===== config.mk =====
export PLATFORM = sky130hd
export DESIGN_NAME = stfl_mix
export DESIGN_NICKNAME = d
export VERILOG_FILES = /design/src/hw/rtl/stfl_pkg.sv /design/src/hw/rtl/stfl_mix.sv
export SDC_FILE = /design/constraint.sdc
export NUM_CORES = 2
export LEC_CHECK = 0
export BUFFER_PORTS_ARGS = -buffer_cell sky130_fd_sc_hd__buf_2
export CORE_MARGIN = 8
export CORE_UTILIZATION = 50
export CTS_CLUSTER_SIZE = 28
export DETAILED_ROUTE_END_ITERATION = 8
export PLACE_DENSITY = 0.66
export SETUP_SLACK_MARGIN = 0.02
export SLEW_MARGIN = 40
export SYNTH_ARGS = -nofsm -noshare
export SYNTH_HDL_FRONTEND = slang
export SYNTH_SLANG_ARGS = --single-unit

===== constraint.sdc =====
create_clock -name clk -period 12.8 [get_ports clk]
set_input_delay 3.2 -clock clk [delete_from_list [all_inputs] [get_ports clk]]
set_output_delay 3.2 -clock clk [all_outputs]
set_load 0.01 [all_outputs]

===== src/hw/rtl/stfl_pkg.sv =====
// Shared constants, control structs and the cosine table function for the stereo flanger.
// Used by stfl_lfo, stfl_mix and stereo_flanger; depends on nothing else.
package stfl_pkg;

    localparam int DELAY_DEPTH    = 2048;
    localparam int COS_TABLE_SIZE = 1024;

    localparam int ADDR_W    = $clog2(DELAY_DEPTH);
    localparam int SEEN_W    = $clog2(DELAY_DEPTH + 1);
    localparam int COS_IDX_W = $clog2(COS_TABLE_SIZE);
    localparam int COS_QTR   = COS_TABLE_SIZE / 4;
    localparam int COS_QTR_W = $clog2(COS_QTR + 1);

    localparam int SAMPLE_W = 16;
    localparam int WORD_W   = 2 * SAMPLE_W;
    localparam int DEPTH_W  = 11;
    localparam int PHASE_W  = 32;
    localparam int MIX_W    = 7;
    localparam int CFG_W    = 32;
    localparam int CFG_IDX_W = 2;
    localparam int COS_MAG_W = 15;

    localparam logic [CFG_IDX_W-1:0] CFG_DELAY_DEPTH = 2'd0;
    localparam logic [CFG_IDX_W-1:0] CFG_PHASE_STEP  = 2'd1;
    localparam logic [CFG_IDX_W-1:0] CFG_MIX_PERCENT = 2'd2;
    localparam logic [CFG_IDX_W-1:0] CFG_LFO_SHAPE   = 2'd3;

    localparam logic [MIX_W-1:0] MIX_RESET = 7'd50;
    localparam logic [MIX_W-1:0] MIX_FULL  = 7'd100;

    localparam logic [14:0] OSC_Q15     = 15'd31130;
    localparam logic [63:0] Q30_ONE     = 64'd1073741824;
    localparam logic [63:0] HALF_PI_Q30 = 64'd1686629713;

    // Division by one hundred as a multiply by ceil(2^29/100) and a shift by 29.
    localparam int          DIV100_SHIFT = 29;
    localparam logic [22:0] DIV100_MULT  = 23'd5368710;

    typedef struct packed {
        logic stage0;
        logic stage1;
        logic stage2;
    } lfo_ctrl_t;

    typedef struct packed {
        logic capture;
        logic sum;
        logic scale;
    } mix_ctrl_t;

    // Magnitude of the Q1.15 cosine for table entry j of the first quarter turn.
    function automatic logic [COS_MAG_W-1:0] cos_mag(input int unsigned j);
        logic [63:0] t;
        logic [63:0] x;
        logic [63:0] x2;
        logic [63:0] c;
        logic [63:0] p;
        logic [63:0] q;
        t = (64'(j) << 32) / COS_TABLE_SIZE;
        x = (t * HALF_PI_Q30) >> 30;
        x2 = (x * x) >> 30;
        c = Q30_ONE;
        for (int i = 0; i < 7; i++)
        begin
            p = (x2 * c) >> 30;
            case (i)
                0:       p = p / 182;
                1:       p = p / 132;
                2:       p = p / 90;
                3:       p = p / 56;
                4:       p = p / 30;
                5:       p = p / 12;
                default: p = p / 2;
            endcase
            c = (p >= Q30_ONE) ? 64'd0 : Q30_ONE - p;
        end
        q = (c + 64'd16384) >> 15;
        if (q > 64'd32767)
        begin
            q = 64'd32767;
        end
        return q[COS_MAG_W-1:0];
    endfunction

endpackage


===== src/hw/rtl/stfl_mix.sv =====
// Dry and delayed mix for both channels, divided by one hundred and saturated.
// Two register stages after the dry capture; depends on stfl_pkg.
module stfl_mix (
    input  logic                                clk,
    input  stfl_pkg::mix_ctrl_t                 ctrl,
    input  logic signed [stfl_pkg::SAMPLE_W-1:0] left_in,
    input  logic signed [stfl_pkg::SAMPLE_W-1:0] right_in,
    input  logic [stfl_pkg::WORD_W-1:0]         stored,
    input  logic [stfl_pkg::MIX_W-1:0]          mix,
    output logic signed [stfl_pkg::SAMPLE_W-1:0] left_out,
    output logic signed [stfl_pkg::SAMPLE_W-1:0] right_out
);
    import stfl_pkg::*;

    logic signed [SAMPLE_W-1:0] dry_reg [2];
    logic signed [SAMPLE_W-1:0] wet [2];
    logic signed [7:0]          dry_gain;
    logic signed [7:0]          wet_gain;
    logic signed [23:0]         prod_dry [2];
    logic signed [23:0]         prod_wet [2];
    logic signed [23:0]         sum_next [2];
    logic signed [23:0]         sum_reg [2];
    logic signed [23:0]         sum_abs [2];
    logic [21:0]                mag [2];
    logic [44:0]                scaled_next [2];
    logic [44:0]                scaled_reg [2];
    logic                       neg_reg [2];
    logic [SAMPLE_W-1:0]        quot [2];
    logic signed [SAMPLE_W:0]   res [2];
    logic signed [SAMPLE_W-1:0] sat [2];

    always_comb
    begin
        wet[0] = signed'(stored[SAMPLE_W-1:0]);
        wet[1] = signed'(stored[WORD_W-1:SAMPLE_W]);
        wet_gain = signed'({1'b0, mix});
        dry_gain = signed'({1'b0, MIX_FULL - mix});
        for (int i = 0; i < 2; i++)
        begin
            prod_dry[i] = 24'(dry_reg[i]) * 24'(dry_gain);
            prod_wet[i] = 24'(wet[i]) * 24'(wet_gain);
            sum_next[i] = prod_dry[i] + prod_wet[i];
            sum_abs[i] = sum_reg[i][23] ? -sum_reg[i] : sum_reg[i];
            mag[i] = sum_abs[i][21:0];
            scaled_next[i] = 45'(mag[i]) * 45'(DIV100_MULT);
            quot[i] = scaled_reg[i][DIV100_SHIFT +: SAMPLE_W];
            res[i] = neg_reg[i] ? -signed'({1'b0, quot[i]}) : signed'({1'b0, quot[i]});
            if (res[i] > 17'sd32767)
            begin
                sat[i] = 16'sh7fff;
            end
            else if (res[i] < -17'sd32768)
            begin
                sat[i] = 16'sh8000;
            end
            else
            begin
                sat[i] = res[i][SAMPLE_W-1:0];
            end
        end
    end

    always_ff @(posedge clk)
    begin
        if (ctrl.capture)
        begin
            dry_reg[0] <= left_in;
            dry_reg[1] <= right_in;
        end
        for (int i = 0; i < 2; i++)
        begin
            if (ctrl.sum)
            begin
                sum_reg[i] <= sum_next[i];
            end
            if (ctrl.scale)
            begin
                scaled_reg[i] <= scaled_next[i];
                neg_reg[i] <= sum_reg[i][23];
            end
        end
    end

    assign left_out = sat[0];
    assign right_out = sat[1];

endmodule


Word level (Yosys, flattened, before mapping)
Memories as Yosys holds them, arrays and structs flattened.
Index checks and enable logic that the tools add are counted.
Storage, ports and cells
  bits in registers: 0
  bits in writable memories: 170
  bits of input ports: 75
  word-level logic and storage cells: 35
  memories: 4
Memories
  scaled_reg: words 2, width 44, rd ports 2, clocked after Yosys merged registers in 0, write ports 2, RTL line stfl_mix.sv:26  | logic [44:0] scaled_reg [2];
  sum_reg: words 2, width 24, rd ports 2, clocked after Yosys merged registers in 0, write ports 2, RTL line stfl_mix.sv:22  | logic signed [23:0] sum_reg [2];
  dry_reg: words 2, width 16, rd ports 2, clocked after Yosys merged registers in 0, write ports 2, RTL line stfl_mix.sv:15  | logic signed [SAMPLE_W-1:0] dry_reg [2];
  neg_reg: words 2, width 1, rd ports 2, clocked after Yosys merged registers in 0, write ports 2, RTL line stfl_mix.sv:27  | logic neg_reg [2];
Operators by class
  add/sub/neg operators: 7
  multiply operators: 6
  magnitude comparators: 4
  multiplexer cells: 14
Operators by type and width (count)
  multiplier 16 x 8 -> 24 bit: 4
  multiplier 22 x 22 -> 44 bit, second input constant: 2
  two-way mux 16 bit: 4
  adder 24 bit: 2
  two-way mux 22 bit: 2
  negator 22 bit: 2
  greater-than comparator 17 x 16 -> 1 bit, second input constant: 2
  < comparator 17 x 16 -> 1 bit, second input constant: 2
  two-way mux 17 bit: 2
  negator 16 -> 17 bit: 2
  subtractor 7 bit, first input constant: 1
  two-way mux 1 bit: 6

Logic depth before layout (Yosys ltp)
An unclocked memory read counts as a cell.
  depth in word-level cells: 6
  depth in mapped cells: 32
  depth with buffers taken out: 32

Least setup slack after synthesis
No wires, ideal clock.
  path type: input -> register
  from: in mix[0] (netlist name)
  to: mem sum_reg[0][23], data pin
  setup time: 0.268 ns
  arrival: 9.804 ns
  data required time: 12.532 ns
  slack: 2.729 ns
  stages on the path: 28
  cells stage by stage: clkbuf_1 > clkbuf_1 > inv_1 > ha_1 > inv_1 > a21oi_1 > nand2b_1 > nand2_1 > xor2_1 > clkbuf_1 > nand2_1 > fa_1 > fa_1 > inv_1 > fa_1 > inv_1 > fa_1 > inv_1 > fa_1 > fa_1 > ha_1 > a21o_1 > a31o_2 > a31o_2 > a2111oi_0 > o31ai_1 > o41ai_1 > xnor2_1
RTL lines
  start, declared: RTL line stfl_mix.sv:9  | input logic [stfl_pkg::MIX_W-1:0] mix,
  end, declared: RTL line stfl_mix.sv:22

==> qor_table.md <==
| Parameter | This run | Unit |
| --- | --- | --- |
| Post-synthesis mux area share | 0.107 | % |
| Launch instance of the worst min-delay path | sum_reg[0][23]$_DFFE_PP_ | - |
| Via-to-Cell Ratio | 5.02 | - |
| Mapped Cells | 3915 | - |
| R2R cell count | 28 | - |
| Highest clock frequency the design can meet | 0.0935 | GHz |
| Overall fraction of global-route tracks in use | 20.5 | % |
| Vias in the first global route | 27.6k | - |
| Flip-flop cell with the highest count after synthesis | edfxtp_1 | - |
| Flip-flop count of the largest register after layout | 46 | - |
| Post-CTS setup-driven buffer insertion count | 0 | - |
| Status | completed | - |
| Hold violation count in the final report | 0 | - |
| Post-synthesis share of cell area spent on xor and xnor gates | 4.03 | % |
| Share of post-route cells with drive strength above 1 | 4.62 | % |
| Number of storage elements in the synthesis netlist | 112 | - |
| Kind of critical path | input port to register | - |
| Gpl congestion | 0.906 | - |
| Simple-gate share of the synthesized area | 10.3 | % |
| Number of warnings printed during yosys synthesis | 0 | - |
| Final ANT Viol Nets | 0 | - |
| Synth Area per Inst | 9.83 | um^2 |
| WHS Endpoint | neg_reg[0][0]$_DFFE_PP_ | - |
| Cell Area, Synth | 38500 | um^2 |
| Fraction of synthesized cell area taken by the top area cell type | 40.2 | % |
| Max Clock Skew | 12.5 | ps |
| Total negative slack for setup checks | 0 | ps |
| Largest fanout of any net on the critical path | 35 | - |
| HPWL reported at the end of detailed placement | 74900 | um |
| Total of cells resized after clock tree synthesis | 0 | - |
| Max-cap viol count | 0 | - |
| Area of the die | 86100 | um^2 |
| Fin area | 40700 | um^2 |
| Register area | 3360 | um^2 |
| Hold Crit Depth | 0 | - |
| Combinational family with the most area after synthesis | adder cells | - |
| Antenna violations before repair | 7 | - |
| IO Port Bufs | 106 | - |
| Part of the cycle the worst path needs | 83.5 | % |
| Count of unresolved DRC violations after routing | 0 | - |
| Standard cell area after detailed placement | 40400 | um^2 |
| Top area cells in the synthesized netlist | fa_1, ha_1, inv_1 | - |
| Area fraction in compound gates after synthesis | 4.94 | % |
| Type of the worst min-delay path | register to register | - |
| Area used by multi-input combinational logic | 30800 | um^2 |
| Final setup vio count | 0 | - |
| Syn_nets | 5380 | - |
| Async set or reset register ratio after synthesis | 0 | % |
| Number of enable-type register cells in the synthesized netlist | 112 | - |
| Count of H-tree levels built during CTS | 3 | - |
| Finished Layout Cells | 5035 | - |
| Initial Util | 50.6 | % |
| Share of synthesized area occupied by flip-flops and latches | 8.74 | % |
| P&R area growth vs syn | 5.72 | % |
| Vertical die dimension | 293 | um |
| Nets | 5461 | - |
| Reg-to-reg critical path startpoint | sum_reg[0][24]$_DFFE_PP_ | - |
| Number of sinks handled by clock tree synthesis | 112 | - |
| Type of element capturing the critical path | register | - |
| Overflow left after global routing | 0 | - |
| CTS tree | done | - |
| Number of top-level pins | 107 | - |
| Arrival time at the worst endpoint | 10830 | ps |
| Post-synthesis adder-cell area fraction | 60.3 | % |
| Post-detailed-route wirelength per cell | 16.8 | um |
| Clock buffer count from CTS | 9 | - |
| Insertion delay to the later sink of the worst-skew pair | 410 | ps |
| Library cell occupying the most area in the post-synthesis netlist | fa_1 | - |
| Post-layout min period | 10690 | ps |
| Headroom to the max-slew limit | 41.8 | % |
| Endpoint of the lowest-slack register-to-register path | scaled_reg[0][82]$_DFFE_PP_ | - |
| Total routed wirelength | 84800 | um |
| Row count | 101 | - |
| DRT Pass-1 Iters | 5 | - |
| Hold-fix buffer count after cts | 0 | - |
| Largest net degree at the start of global routing | 47 | - |
| Highest-count cells in the layout ignoring fill and taps | inv_1, fa_1, ha_1, and2_1, nand2_1 | - |
| Pin slew with the least headroom to its limit | 867 | ps |
| Number of max-slew violations in the final report | 0 | - |
| DR iter-0 viols | 1296 | - |
| Critical Path Start Type | input port | - |
| Root Buffer | clkbuf_16 | - |
| Core area | 76100 | um^2 |
| Count of distinct cell types in the synthesized netlist | 60 | - |
| Clock tree buffer depth | 2 | - |
| Unrepaired setup endpoints after global routing | false | - |
| Register-to-register setup slack | 3120 | ps |
| Routed vias | 25.3k | - |
| Number of instances in the placed design | 5014 | - |
| Fill cell instance count of the final layout | 6904 | - |
| Required time reported for the critical path endpoint | 12940 | ps |
| Most common library cell in the layout ignoring fill and taps | inv_1 | - |
| Die Span X | 293 | um |
| Clock-pin slew on the worst setup and hold paths | 90 | ps |
| Global-route wire length before repair | 141000 | um |
## synth_stat cells (all sizes together), types with 12 or more instances
cell	n
nor2b	19
or2	13
o31ai	12
o41ai	16
ha	618
xor2	67
or3	19
a21o	22
a221o	12
nor3	34
xnor2	110
fa	772
clkbuf	56
nand2	209
edfxtp	112
inv	1120
a21oi	63
o21a	18
o21ai	74
and2	311
nor2	106
nand3	17
## kinds of logic after synthesis
group,count (synthesis)
flops,112
compound gates,285
simple gates,767
fa+ha+maj,1390
xor+xnor,177
mux,4
buf+inv,1180
## how the worst max path moves through the flow
stage	end	slack (ps)	start	cells after the start
2_1_floorplan	sum_reg[0][23]$_DFFE_PP_	2730	mix[0]	28
3_3_place_gp	sum_reg[0][23]$_DFFE_PP_	1720	mix[0]	26
3_5_place_dp	sum_reg[0][23]$_DFFE_PP_	1730	mix[0]	23
4_1_cts	sum_reg[0][23]$_DFFE_PP_	2160	mix[0]	23
5_1_grt	sum_reg[0][23]$_DFFE_PP_	1560	mix[0]	23
6_report	sum_reg[0][20]$_DFFE_PP_	2110	mix[0]	23
## routing by layer
metal / track usage [%] / wire, um
met1: 27.5 / 38300
met2: 34.1 / 39900
met3: 3.74 / 4560
met4: 5.23 / 2050
met5: 0 / 26
## cell type report
type | count | share of cell area, %
antenna | 4 | 0.0246
inverter | 1121 | 10.3
clock buffer | 10 | 0.563
tap | 1030 | 3.17
clock inverter | 6 | 0.123
timing repair buffer | 129 | 1.75
multi-input combinational | 2623 | 75.8
sequential | 112 | 8.27
## critical path, stage by stage
cell and delay (ps):
buf_2 310, o21ai_0 620, nand2_1 180, xnor2_2 660, buf_4 350, nand2_1 110, fa_1 540, fa_1 440
fa_1 520, inv_1 50, fa_1 480, fa_1 490, inv_1 50, fa_1 470, inv_1 40, ha_1 320
nor2b_1 150, o21a_1 180, o41ai_1 620, nor3_1 160, o311a_1 400, o41ai_1 340, xnor2_1 120
## stage by stage
step / utilization, % / worst slack, ps / hold WS (ps)
global placement: 52.9 / 1720 / 971
detailed placement: 53.1 / 1730 / 971
CTS: 53.4 / 2160 / 981
global route: 53.4 / 1560 / 798
floorplan: - / 2730 / 493
finish: 53.5 / 2110 / 770
Power is not shown: default switching activity piles up to over one toggle a cycle in this logic, so the estimate is an artifact.
